File: src/sti_pkg.sv
// Shared types and constants of the sound timer and interrupt register block.
package sti_pkg;

  // Divider limit and count width.
  localparam int DivW = 23;

  // Item commands.
  typedef enum logic [2:0] {
    CMD_READ        = 3'd0,
    CMD_WRITE       = 3'd1,
    CMD_TICK        = 3'd2,
    CMD_LOAD_SERIN  = 3'd3,
    CMD_LOAD_SEROUT = 3'd4
  } sti_cmd_e;

  // Register offsets.
  localparam logic [3:0] OFF_FREQ1    = 4'd0;
  localparam logic [3:0] OFF_FREQ2    = 4'd2;
  localparam logic [3:0] OFF_FREQ3    = 4'd4;
  localparam logic [3:0] OFF_FREQ4    = 4'd6;
  localparam logic [3:0] OFF_POT_LAST = 4'd7;
  localparam logic [3:0] OFF_AUDCTL   = 4'd8;
  localparam logic [3:0] OFF_KBCODE   = 4'd9;
  localparam logic [3:0] OFF_RANDOM   = 4'd10;
  localparam logic [3:0] OFF_SERIO    = 4'd13;
  localparam logic [3:0] OFF_IRQ      = 4'd14;
  localparam logic [3:0] OFF_SKCTL    = 4'd15;

  // Audio control bits.
  localparam int AC_FAST_BASE = 0;
  localparam int AC_CH34_JOIN = 3;
  localparam int AC_CH12_JOIN = 4;
  localparam int AC_CH3_FAST  = 5;
  localparam int AC_CH1_FAST  = 6;

  // Interrupt bits, same position in the raised vector and in the status byte.
  localparam int IRQ_T1     = 0;
  localparam int IRQ_T2     = 1;
  localparam int IRQ_T4     = 2;
  localparam int IRQ_XMT    = 3;
  localparam int IRQ_SEROUT = 4;
  localparam int IRQ_SERIN  = 5;
  localparam int IrqW       = 6;

  // Serial status bits cleared by the keyboard.
  localparam int SKSTAT_KEY   = 2;
  localparam int SKSTAT_SHIFT = 3;

  // Conditions under which a serial-out write reaches the link.
  localparam logic [7:0] SKCTL_MODE_MASK   = 8'h70;
  localparam logic [7:0] SKCTL_MODE_SEROUT = 8'h20;
  localparam logic [7:0] FREQ3_SEROUT      = 8'h28;
  localparam logic [7:0] AUDCTL_SEROUT     = 8'h28;

  typedef struct packed {
    logic load;
    logic tick;
  } sti_div_ctrl_t;

  typedef struct packed {
    logic load_serin;
    logic load_serout;
    logic tick;
  } sti_ser_ctrl_t;

endpackage

File: src/sound_timer_irq_registers.sv
// Top level: sound-chip timer, interrupt and serial control register set.
//
//  Channel | Handshake              | Payload
//  --------+------------------------+------------------------------------------
//  in      | in_valid_i, in_ready_o | command, reg_offset, write_data,
//          |                        | external_data, key_code, shift_held,
//          |                        | key_pressed, delay_value
//  out     | out_valid_o,out_ready_i| read_data, irq_raised, irq_status_now,
//          |                        | serial_out_valid, serial_out_byte,
//          |                        | serial_in_taken
//
// One item per cycle sustained while the output takes results; the input
// register captures an item at its transfer and the result register takes
// its result once the output slot is free. The whole update of one item,
// including the divider limit multiply, runs between those registers.
// Reset clears the control and state registers to their power-on values; the
// interrupt status returns to all inactive. A stalled output holds the result
// register and the input register, and in_ready_o drops only when both are full.
module sound_timer_irq_registers import sti_pkg::*; #(
  parameter int unsigned SCANLINE_CYCLES  = 114,
  parameter int unsigned SLOW_BASE_CYCLES = 28,
  parameter int unsigned XMTDONE_DELAY    = 15
) (
  input  logic            clk_i,
  input  logic            rst_ni,
  input  logic            in_valid_i,
  output logic            in_ready_o,
  input  logic [2:0]      command_i,
  input  logic [3:0]      reg_offset_i,
  input  logic [7:0]      write_data_i,
  input  logic [7:0]      external_data_i,
  input  logic [7:0]      key_code_i,
  input  logic            shift_held_i,
  input  logic            key_pressed_i,
  input  logic [15:0]     delay_value_i,
  output logic            out_valid_o,
  input  logic            out_ready_i,
  output logic [7:0]      read_data_o,
  output logic [IrqW-1:0] irq_raised_o,
  output logic [7:0]      irq_status_now_o,
  output logic            serial_out_valid_o,
  output logic [7:0]      serial_out_byte_o,
  output logic            serial_in_taken_o
);

  localparam int unsigned BaseMax = (SCANLINE_CYCLES > SLOW_BASE_CYCLES) ?
                                    SCANLINE_CYCLES : SLOW_BASE_CYCLES;
  localparam int BaseW = $clog2(BaseMax + 1);
  localparam int ProdW = (17 + BaseW > DivW) ? 17 + BaseW : DivW;

  // Scale a divide count by the base clock; keep the low divider bits.
  function automatic logic [DivW-1:0] scale(input logic [16:0] n,
                                            input logic [BaseW-1:0] b);
    logic [ProdW-1:0] p;
    p = ProdW'(n) * ProdW'(b);
    return p[DivW-1:0];
  endfunction

  // ---------------------------------------------------------------------
  // Input register
  // ---------------------------------------------------------------------
  logic        stg_valid_q;
  logic [2:0]  cmd_q;
  logic [3:0]  off_q;
  logic [7:0]  wdata_q;
  logic [7:0]  ext_q;
  logic [7:0]  key_q;
  logic        shift_q;
  logic        press_q;
  logic [15:0] delay_q;
  logic        in_xfer;
  logic        advance;

  // Move the held item into the result register whenever that slot frees up.
  assign advance    = stg_valid_q && (!out_valid_o || out_ready_i);
  assign in_ready_o = !stg_valid_q || advance;
  assign in_xfer    = in_valid_i && in_ready_o;

  always_ff @(posedge clk_i or negedge rst_ni) begin
    if (!rst_ni) begin
      stg_valid_q <= 1'b0;
    end else if (in_ready_o) begin
      stg_valid_q <= in_valid_i;
    end
  end

  always_ff @(posedge clk_i) begin
    if (in_xfer) begin
      cmd_q   <= command_i;
      off_q   <= reg_offset_i;
      wdata_q <= write_data_i;
      ext_q   <= external_data_i;
      key_q   <= key_code_i;
      shift_q <= shift_held_i;
      press_q <= key_pressed_i;
      delay_q <= delay_value_i;
    end
  end

  // ---------------------------------------------------------------------
  // Register set
  // ---------------------------------------------------------------------
  logic [7:0] freq_q [4];
  logic [7:0] freq_d [4];
  logic [7:0] audctl_q, audctl_d;
  logic [7:0] irq_en_q, irq_en_d;
  logic [7:0] irq_st_q, irq_st_d;
  logic [7:0] skctl_q, skctl_d;

  logic [BaseW-1:0] base;
  logic [15:0]      pair12, pair34;
  logic [DivW-1:0]  lim1, lim2, lim4;

  sti_div_ctrl_t div_ctrl [3];   // channels 1, 2 and 4
  logic [2:0]    div_fire;
  sti_ser_ctrl_t ser_ctrl;
  logic [2:0]    ser_fire;

  logic [7:0]      rd;
  logic [IrqW-1:0] raised;
  logic            so_valid;
  logic [7:0]      so_byte;
  logic            si_taken;
  logic            is_tick;

  assign is_tick = advance && (cmd_q == CMD_TICK);

  // Limits follow the register values after this item's write.
  assign base   = audctl_d[AC_FAST_BASE] ? BaseW'(SCANLINE_CYCLES)
                                         : BaseW'(SLOW_BASE_CYCLES);
  assign pair12 = {freq_d[1], freq_d[0]};
  assign pair34 = {freq_d[3], freq_d[2]};

  always_comb begin
    lim1 = audctl_d[AC_CH1_FAST] ? DivW'(17'(freq_d[0]) + 17'd4)
                                 : scale(17'(freq_d[0]) + 17'd1, base);
    if (audctl_d[AC_CH12_JOIN]) begin
      lim2 = audctl_d[AC_CH1_FAST] ? DivW'(17'(pair12) + 17'd7)
                                   : scale(17'(pair12) + 17'd1, base);
    end else begin
      lim2 = scale(17'(freq_d[1]) + 17'd1, base);
    end
    if (audctl_d[AC_CH34_JOIN]) begin
      lim4 = audctl_d[AC_CH3_FAST] ? DivW'(17'(pair34) + 17'd7)
                                   : scale(17'(pair34) + 17'd1, base);
    end else begin
      lim4 = scale(17'(freq_d[3]) + 17'd1, base);
    end
  end

  always_comb begin
    freq_d   = freq_q;
    audctl_d = audctl_q;
    irq_en_d = irq_en_q;
    irq_st_d = irq_st_q;
    skctl_d  = skctl_q;
    rd       = '0;
    raised   = '0;
    so_valid = 1'b0;
    so_byte  = '0;
    si_taken = 1'b0;
    for (int i = 0; i < 3; i++) begin
      div_ctrl[i].load = 1'b0;
      div_ctrl[i].tick = is_tick;
    end
    ser_ctrl.tick        = is_tick;
    ser_ctrl.load_serin  = advance && (cmd_q == CMD_LOAD_SERIN);
    ser_ctrl.load_serout = advance && (cmd_q == CMD_LOAD_SEROUT);

    if (advance) begin
      case (cmd_q)
        CMD_READ: begin
          if (off_q inside {[4'd0:OFF_POT_LAST], OFF_RANDOM}) begin
            rd = ext_q;
          end else if (off_q == OFF_KBCODE) begin
            rd = key_q;
          end else if (off_q == OFF_SERIO) begin
            rd       = ext_q;
            si_taken = 1'b1;
          end else if (off_q == OFF_IRQ) begin
            rd = irq_st_q;
          end else if (off_q == OFF_SKCTL) begin
            rd               = 8'hFF;
            rd[SKSTAT_SHIFT] = !shift_q;
            rd[SKSTAT_KEY]   = !press_q;
          end
        end
        CMD_WRITE: begin
          case (off_q)
            OFF_FREQ1: begin
              freq_d[0]        = wdata_q;
              div_ctrl[0].load = 1'b1;
              div_ctrl[1].load = audctl_q[AC_CH12_JOIN];
            end
            OFF_FREQ2: begin
              freq_d[1]        = wdata_q;
              div_ctrl[1].load = 1'b1;
            end
            OFF_FREQ3: begin
              // channel 3 raises no interrupt; only the joined pair matters
              freq_d[2]        = wdata_q;
              div_ctrl[2].load = audctl_q[AC_CH34_JOIN];
            end
            OFF_FREQ4: begin
              freq_d[3]        = wdata_q;
              div_ctrl[2].load = 1'b1;
            end
            OFF_AUDCTL: begin
              audctl_d = wdata_q;
              for (int i = 0; i < 3; i++) begin
                div_ctrl[i].load = 1'b1;
              end
            end
            OFF_SERIO: begin
              if (((skctl_q & SKCTL_MODE_MASK) == SKCTL_MODE_SEROUT) &&
                  (freq_q[2] == FREQ3_SEROUT) && (freq_q[3] == '0) &&
                  ((audctl_q & AUDCTL_SEROUT) == AUDCTL_SEROUT)) begin
                so_valid = 1'b1;
                so_byte  = wdata_q;
              end
            end
            OFF_IRQ: begin
              // disabled sources drop back to inactive
              irq_en_d = wdata_q;
              irq_st_d = irq_st_q | ~wdata_q;
            end
            OFF_SKCTL: begin
              skctl_d = wdata_q;
            end
            default: begin
            end
          endcase
        end
        CMD_TICK: begin
          // Serial sources clear status even when disabled.
          if (ser_fire[0]) begin
            irq_st_d[IRQ_SERIN] = 1'b0;
            raised[IRQ_SERIN]   = irq_en_q[IRQ_SERIN];
          end
          if (ser_fire[1]) begin
            irq_st_d[IRQ_SEROUT] = 1'b0;
            raised[IRQ_SEROUT]   = irq_en_q[IRQ_SEROUT];
          end
          if (ser_fire[2]) begin
            irq_st_d[IRQ_XMT] = 1'b0;
            raised[IRQ_XMT]   = irq_en_q[IRQ_XMT];
          end
          // Timer sources act only when enabled.
          if (div_fire[0] && irq_en_q[IRQ_T1]) begin
            irq_st_d[IRQ_T1] = 1'b0;
            raised[IRQ_T1]   = 1'b1;
          end
          if (div_fire[1] && irq_en_q[IRQ_T2]) begin
            irq_st_d[IRQ_T2] = 1'b0;
            raised[IRQ_T2]   = 1'b1;
          end
          if (div_fire[2] && irq_en_q[IRQ_T4]) begin
            irq_st_d[IRQ_T4] = 1'b0;
            raised[IRQ_T4]   = 1'b1;
          end
        end
        default: begin
          // delay loads go to the serial unit; unknown commands do nothing
        end
      endcase
    end
  end

  always_ff @(posedge clk_i or negedge rst_ni) begin
    if (!rst_ni) begin
      for (int i = 0; i < 4; i++) begin
        freq_q[i] <= '0;
      end
      audctl_q <= '0;
      irq_en_q <= '0;
      irq_st_q <= 8'hFF;
      skctl_q  <= '0;
    end else begin
      freq_q   <= freq_d;
      audctl_q <= audctl_d;
      irq_en_q <= irq_en_d;
      irq_st_q <= irq_st_d;
      skctl_q  <= skctl_d;
    end
  end

  // ---------------------------------------------------------------------
  // Timer dividers for the interrupting channels 1, 2 and 4
  // ---------------------------------------------------------------------
  sti_divider #(.SCANLINE_CYCLES(SCANLINE_CYCLES)) u_div1 (
    .clk_i, .rst_ni, .ctrl_i(div_ctrl[0]), .limit_i(lim1), .fire_o(div_fire[0])
  );
  sti_divider #(.SCANLINE_CYCLES(SCANLINE_CYCLES)) u_div2 (
    .clk_i, .rst_ni, .ctrl_i(div_ctrl[1]), .limit_i(lim2), .fire_o(div_fire[1])
  );
  sti_divider #(.SCANLINE_CYCLES(SCANLINE_CYCLES)) u_div4 (
    .clk_i, .rst_ni, .ctrl_i(div_ctrl[2]), .limit_i(lim4), .fire_o(div_fire[2])
  );

  // ---------------------------------------------------------------------
  // Serial interrupt delays
  // ---------------------------------------------------------------------
  sti_serial #(.XMTDONE_DELAY(XMTDONE_DELAY)) u_serial (
    .clk_i, .rst_ni, .ctrl_i(ser_ctrl), .delay_i(delay_q), .fire_o(ser_fire)
  );

  // ---------------------------------------------------------------------
  // Result register
  // ---------------------------------------------------------------------
  logic out_valid_q;

  always_ff @(posedge clk_i or negedge rst_ni) begin
    if (!rst_ni) begin
      out_valid_q <= 1'b0;
    end else if (advance) begin
      out_valid_q <= 1'b1;
    end else if (out_ready_i) begin
      out_valid_q <= 1'b0;
    end
  end

  always_ff @(posedge clk_i) begin
    if (advance) begin
      read_data_o        <= rd;
      irq_raised_o       <= raised;
      irq_status_now_o   <= irq_st_d;
      serial_out_valid_o <= so_valid;
      serial_out_byte_o  <= so_byte;
      serial_in_taken_o  <= si_taken;
    end
  end

  assign out_valid_o = out_valid_q;

endmodule

File: src/sti_divider.sv
// One timer divider channel: limit, cycle count and wrap detection per tick.
module sti_divider import sti_pkg::*; #(
  parameter int unsigned SCANLINE_CYCLES = 114
) (
  input  logic            clk_i,
  input  logic            rst_ni,
  input  sti_div_ctrl_t   ctrl_i,
  input  logic [DivW-1:0] limit_i,
  output logic            fire_o
);

  localparam int ScanW = $clog2(SCANLINE_CYCLES + 1);
  localparam int SumW  = ((ScanW > DivW) ? ScanW : DivW) + 1;

  logic [DivW-1:0] limit_q, limit_d;
  logic [DivW-1:0] count_q, count_d;
  logic [SumW-1:0] sum;
  logic            wrap;

  assign sum    = SumW'(count_q) + SumW'(SCANLINE_CYCLES);
  assign wrap   = sum > SumW'(limit_q);
  assign fire_o = ctrl_i.tick && wrap;

  always_comb begin
    limit_d = limit_q;
    count_d = count_q;
    if (ctrl_i.load && (limit_i != limit_q)) begin
      // a new limit restarts the count
      limit_d = limit_i;
      count_d = '0;
    end else if (ctrl_i.tick) begin
      count_d = wrap ? '0 : sum[DivW-1:0];
    end
  end

  always_ff @(posedge clk_i or negedge rst_ni) begin
    if (!rst_ni) begin
      limit_q <= '0;
      count_q <= '0;
    end else begin
      limit_q <= limit_d;
      count_q <= count_d;
    end
  end

endmodule

File: src/sti_serial.sv
// Serial interrupt delays: serial-in, serial-out and chained transmit-done.
module sti_serial import sti_pkg::*; #(
  parameter int unsigned XMTDONE_DELAY = 15
) (
  input  logic          clk_i,
  input  logic          rst_ni,
  input  sti_ser_ctrl_t ctrl_i,
  input  logic [15:0]   delay_i,
  output logic [2:0]    fire_o    // 0 serin, 1 serout, 2 transmit done
);

  logic [15:0] serin_q, serin_d;
  logic [15:0] serout_q, serout_d;
  logic [15:0] xmt_q, xmt_d;
  logic [16:0] xmt_sum;
  logic [15:0] xmt_pre;

  assign fire_o[0] = ctrl_i.tick && (serin_q == 16'd1);
  assign fire_o[1] = ctrl_i.tick && (serout_q == 16'd1);

  // Chain the transmit-done delay off the serial-out expiry, saturating.
  assign xmt_sum   = 17'(xmt_q) + 17'(XMTDONE_DELAY);
  assign xmt_pre   = fire_o[1] ? (xmt_sum[16] ? 16'hFFFF : xmt_sum[15:0]) : xmt_q;
  assign fire_o[2] = ctrl_i.tick && (xmt_pre == 16'd1);

  always_comb begin
    serin_d  = serin_q;
    serout_d = serout_q;
    xmt_d    = xmt_q;
    if (ctrl_i.load_serin) begin
      serin_d = delay_i;
    end
    if (ctrl_i.load_serout) begin
      serout_d = delay_i;
    end
    if (ctrl_i.tick) begin
      if (serin_q != '0) begin
        serin_d = serin_q - 16'd1;
      end
      if (serout_q != '0) begin
        serout_d = serout_q - 16'd1;
      end
      xmt_d = (xmt_pre != '0) ? xmt_pre - 16'd1 : xmt_pre;
    end
  end

  always_ff @(posedge clk_i or negedge rst_ni) begin
    if (!rst_ni) begin
      serin_q  <= '0;
      serout_q <= '0;
      xmt_q    <= '0;
    end else begin
      serin_q  <= serin_d;
      serout_q <= serout_d;
      xmt_q    <= xmt_d;
    end
  end

endmodule

File: config.mk
export PLATFORM = sky130hd
export DESIGN_NAME = sound_timer_irq_registers
export DESIGN_NICKNAME = d
export VERILOG_FILES = /design/src/sti_pkg.sv /design/src/sound_timer_irq_registers.sv /design/src/sti_divider.sv /design/src/sti_serial.sv
export SDC_FILE = /design/constraint.sdc
export NUM_CORES = 1
export LEC_CHECK = 0
export BUFFER_PORTS_ARGS = -buffer_cell sky130_fd_sc_hd__buf_2
export CORE_MARGIN = 2
export CORE_UTILIZATION = 60
export DETAILED_ROUTE_END_ITERATION = 12
export PLACE_DENSITY = 0.8
export SLEW_MARGIN = 30
export SYNTH_ARGS = -nofsm -noshare
export SYNTH_HDL_FRONTEND = slang
export SYNTH_SLANG_ARGS = --single-unit
File: constraint.sdc
create_clock -name clk_i -period 21.3 [get_ports clk_i]
set_input_delay 5.325 -clock clk_i [delete_from_list [all_inputs] [get_ports clk_i]]
set_output_delay 5.325 -clock clk_i [all_outputs]
set_load 0.01 [all_outputs]
-- After elaboration in Yosys (flattened, before gate mapping)
Cells that the tools add are included.
- flip-flop bits (word level): 329
- bits of input ports: 53
- output and inout port bits: 34
- logic and storage cells: 201
- order comparisons: 5
- eq/ne operators: 22
- bitwise logic cells: 3
- add/sub/neg operators: 15
- reduce and logical (&&, ||, !) cells: 50
- muxes and demuxes: 64
- $mul: 5
- operators with widths (cell ; count):
    $mux W23 ; 13
    $mux W16 ; 10
    $mux W8 ; 11
    $add A23 B7 Y24 const B ; 3
    $gt A24 B23 Y1 ; 3
    $mux W32 ; 2
    $eq A16 B1 Y1 const B ; 3
    $mul A9 B7 Y16 ; 3
    $reduce_bool A16 Y1 ; 3
    $sub A16 B1 Y16 const B ; 3
    $mul A17 B7 Y23 ; 2
    $ne A23 B23 Y1 ; 2
    $add A16 B1 Y17 const B ; 2
    $add A16 B3 Y17 const B ; 2
    $mux W7 ; 4
    $add A8 B1 Y9 const B ; 3
    $eq A4 B4 Y1 const B ; 6
    $ne A16 B23 Y1 ; 1
    $logic_and A1 B1 Y1 ; 21
    $mux W1 ; 20
    $add A16 B4 Y17 const B ; 1
    $pmux W6 S2 ; 1
    $reduce_and A3 Y1 ; 4
    $reduce_bool A2 Y1 ; 5
    other kinds (23) ; 36

-- Logic depth before layout (Yosys ltp)
- depth in word-level cells: 11
- depth in mapped cells: 36
- depth with buffers taken out: 31

-- Hierarchy
A second synthesis with hierarchy kept.
- cells, all modules: 3259
- area, all modules: 30396.7 µm²
- by module, submodules not included (module ; cells an instance ; area each (µm²) ; times used):
    sound_timer_irq_registers ; 1788 ; 17052.6 ; 1
    sti_serial ; 510 ; 3943.8 ; 1
    sti_divider (u_div1) ; 321 ; 3141.8 ; 1
    sti_divider (u_div2) ; 323 ; 3140.5 ; 1
    sti_divider (u_div4) ; 317 ; 3118.0 ; 1

-- Worst setup path before layout
OpenSTA, ideal clock, no wires.
- kind: input to register
- start point: in out_ready_i
- end point: reg u_div2.limit_q[13]
- data arrival time: 12810 ps
- cell stages on the path: 32
- slack: 8362 ps
- buffers on the path: 3
- cells stage by stage: nor2b_1 > or4b_1 > buf_4 > buf_2 > mux2i_1 > inv_1 > ha_1 > nand4_1 > mux2i_1 > nand2b_1 > nor2_1 > xnor2_1 > or2_2 > fa_1 > inv_1 > fa_1 > fa_1 > ha_1 > ha_1 > and4_1 > nand3_1 > o2bb2ai_1 > o21ai_0 > or3b_2 > a21oi_1 > xnor2_1 > nor4_1 > nand4_1 > or4_4 > o31ai_4 > buf_4 > mux2_1
- RTL lines (item ; line ; RTL):
    from (decl) ; sound_timer_irq_registers.sv:37 ; input logic out_ready_i,
    to (signal assigned) ; sti_divider.sv:41 ; limit_q <= limit_d;
    to (decl) ; sti_divider.sv:15 ; logic [DivW-1:0] limit_q, limit_d;

==> flow_metrics.env <==
export IMPL_crit_cells=30
export IMPL_yosysUniqueCellTypes=105
export IMPL_cts_sinks=313
export IMPL_numCtsBuffers=38
export IMPL_clock_latency_ps=570
export IMPL_die_w_um=227
export IMPL_critPathCapture="u_div2.limit_q[9]"
export IMPL_initial_core_util=0.610
export IMPL_drt_vias_per_instance=6.23
export IMPL_maxCapViolations=0
export IMPL_endpoint_kind="flop"
export IMPL_cts_tree="yes"
export IMPL_p_int_mw=1.59
export IMPL_area_growth_pct=8.56
export IMPL_ctsResizeCount=0
export IMPL_power_density_nw_per_um2=80.0
export IMPL_final_cell_area_um2=32500
export IMPL_r2r_cells=29
export IMPL_rsz0062_at_grt="false"
export IMPL_clock_skew_ps=27.7
export IMPL_finalMaxSlewViolations=0
export IMPL_clk_pin_slew_ps=60
export IMPL_fillCellCount=3943
export IMPL_drt_pass1_iterations=8
export IMPL_antenna_left=0
export IMPL_num_vias=25300
export IMPL_yosysMostFrequentCell="inv_1"
export IMPL_ctsHoldBuffers=0
export IMPL_seqPwrFrac=0.317
export IMPL_layout_nets=3857
export IMPL_grt_pass1_vias=25100
export IMPL_cp_start_kind="input pin"
export IMPL_ys_ff_latch=313
export IMPL_grtUsageTotal=0.325
export IMPL_antennaDiodeCount=0
export IMPL_cts_root_buf="clkbuf_16"
export IMPL_netlist_top_cells_area="dfrtp_1 (19%), ha_1 (12%), fa_1 (10%)"
export IMPL_power_frac_comb=0.397
export IMPL_synth_adder_area_share=0.221
export IMPL_gp_congestion=1.04
export IMPL_synthSimpleGateAreaFrac=0.177
export IMPL_ir_drop_v=0.0000684
export IMPL_timing_rr_start="off_q[0]"
export IMPL_synth_top_area_cell="dfrtp_1"
export IMPL_fin_setup_tns_ps=0
export IMPL_syn_area_um2=30000
export IMPL_die_h_um=227
export IMPL_finalHoldViolations=0
export IMPL_dpl_hpwl_um=64500
export IMPL_max_stage_delay_ps=790
export IMPL_critical_path_startpoint="out_ready_i"
export IMPL_final_layout_size_suffix_gt1_frac=0.0955
export IMPL_wire_per_inst_um=20.6
export IMPL_critPathArrivalTime_ps=14960
export IMPL_cts_setup_buffers=0
export IMPL_critPathSlowestCell="mux2i_1"
export IMPL_pin_count=87
export IMPL_ys_seq_area_frac=0.275
export IMPL_fmax_mhz=68.9
export IMPL_synthMuxAreaShare=0.0454
export IMPL_grt_max_degree=118
export IMPL_antenna_found_initial=3
export IMPL_worst_slack_ps=6780
export IMPL_synth_main_ff_cell="dfrtp_1"
export IMPL_sw_frac_of_total=0.387
export IMPL_place_area_um2=31100
export IMPL_wl_um=83500
export IMPL_synth_top_family_by_area="adder cells"
export IMPL_r2r_end="u_div2.limit_q[9]"
export IMPL_tightest_slew_ps=1000
export IMPL_io_buffers=86
export IMPL_die_area_um2=51700
export IMPL_core_um2=49200
export IMPL_synth_compound_area_share=0.141
export IMPL_r2r_slack_ps=10900
export IMPL_drtIter0Drc=2047
export IMPL_slew_headroom=0.328
export IMPL_p_leak_nw=15.9
export IMPL_synthDominantCellAreaShare=0.187
export IMPL_std_cell_rows=81
export IMPL_grt_pass1_wl_um=133000
export IMPL_synth_xor_area_frac=0.0838
export IMPL_gr_total_overflow=0
export IMPL_cpLargestDelayFamily="simple AND/OR/NAND/NOR gates"
export IMPL_crit_required_ps=21740
export IMPL_synthCells=3322
export IMPL_yosys_warnings=0
export IMPL_crit_buf_inv=5
export IMPL_holdWs_ps=489
export IMPL_status="complete, no violations"
export IMPL_clock_path_buffers=3
export IMPL_synth_common_cells="inv_1 (315), nand2_1 (292), ha_1 (290), nor2_1 (260), dfrtp_1 (224)"
export IMPL_path_max_fanout=31
export IMPL_min_period_ps=14520
export IMPL_drc_errors=0
export IMPL_syn_mean_instance_area_um2=9.02
export IMPL_worstHoldPathType="flop to flop"
export IMPL_p_clk_frac=0.286
export IMPL_path_class="input pin to flop"
export IMPL_fin_crit_sh=0.682
export IMPL_pre_cts_slack_ps=6420
export IMPL_setup_viol_count_final=0
export IMPL_synth_enable_flop_cells=81
export IMPL_netSwitchingPower_mw=1.01
export IMPL_htreeDepth=2
export IMPL_synthArstFlopShare=0.741
[power groups by stage]
stage,sequential [mW],clock [mW],combinational (mW)
global route,0.837,0.775,1.15
CTS,0.818,0.750,1.02
detailed placement,0.828,0,1.01
global placement,0.823,0,0.969
finish,0.824,0.744,1.03
floorplan,0.789,0,0.755
[per-layer routing]
metal  vias up  wire (µm)  GRT usage
li1      11700          -          -
met1     12300      33800      0.416
met2      1010      39800      0.546
met3       253       5440     0.0445
met4         6       4450      0.156
met5         -         36          0
[cells in the final DEF, fill, tap and decap left out, types with 60 or more instances in the layout]
master    synthesis  layout
a21o_1           69      69
a21oi_1         163     162
and2_1           66      65
buf_2            12      85
dfrtp_1         224     224
edfxtp_1         81      81
fa_1            149     149
ha_1            290     290
inv_1           315     314
mux2i_1          70      69
nand2_1         292     292
nand3_1         100     100
nor2_1          260     258
nor3_1           60      60
o21ai_0         165     165
xnor2_1         214     213
xor2_1           70      70
[cells by family (layout without fill, tap and decap cells)]
group,Yosys count,count (layout)
flip-flops,313,313
XOR/XNOR,285,285
AO/OA/AOI/OAI,648,648
other,1,4
adder cells (fa/ha/maj),439,439
AND/OR/NAND/NOR,1070,1070
multiplexers,125,125
buffers and inverters,441,510
[stage by stage]
stage / power (mW) / cells / util
detailed placement: 1.83 / 3988 / 0.632
floorplan: 1.54 / 3325 / -
global placement: 1.79 / 3988 / 0.632
finish: 2.60 / 4058 / 0.662
CTS: 2.59 / 4057 / 0.661
global route: 2.76 / 4058 / 0.662
[worst register-to-register path: cells and delay by family (launching register included)]
kind | cells | cell delay, ps
buffers and inverters | 2 | 580
AOI/OAI and AO/OA | 4 | 1180
adders and majority gates | 6 | 2590
muxes | 3 | 970
xor gates and xnor gates | 2 | 460
DFF | 1 | 640
and+or+nand+nor | 12 | 3850
[area by class of cell]
type / instances / area (µm²) / area share
inverter: 323 / 1210 / 0.0373
multi-input combinational: 2571 / 20100 / 0.618
tap: 664 / 831 / 0.0255
clock buffer: 46 / 1040 / 0.0320
clock inverter: 23 / 379 / 0.0117
sequential: 313 / 8250 / 0.254
timing repair buffer: 118 / 704 / 0.0217
[worst min-delay path by stage]
stage                  startpoint                  to  slack (ps)  cells past startpoint
3_3_place_gp          irq_en_q[3]         irq_en_q[3]         460                      2
5_1_grt         u_div2.limit_q[6]   u_div2.limit_q[6]         510                      1
6_report        u_div2.limit_q[6]   u_div2.limit_q[6]         490                      1
3_5_place_dp   u_div1.count_q[22]  u_div1.count_q[22]         480                      1
2_1_floorplan         irq_en_q[3]         irq_en_q[3]         440                      2
4_1_cts         u_div2.limit_q[6]   u_div2.limit_q[6]         490                      1
[sequential cells by signal, indices dropped and copies added, names as in the netlist, 16 cells and up]
signal / cells
freq_q: 32
u_div2.limit_q: 23
u_div4.limit_q: 23
u_div1.count_q: 22
u_div2.count_q: 22
u_div4.count_q: 22
delay_q: 16
u_div1.limit_q: 16
u_serial.serin_q: 16
u_serial.serout_q: 16
u_serial.xmt_q: 16
(Power assumes the default switching activity.)
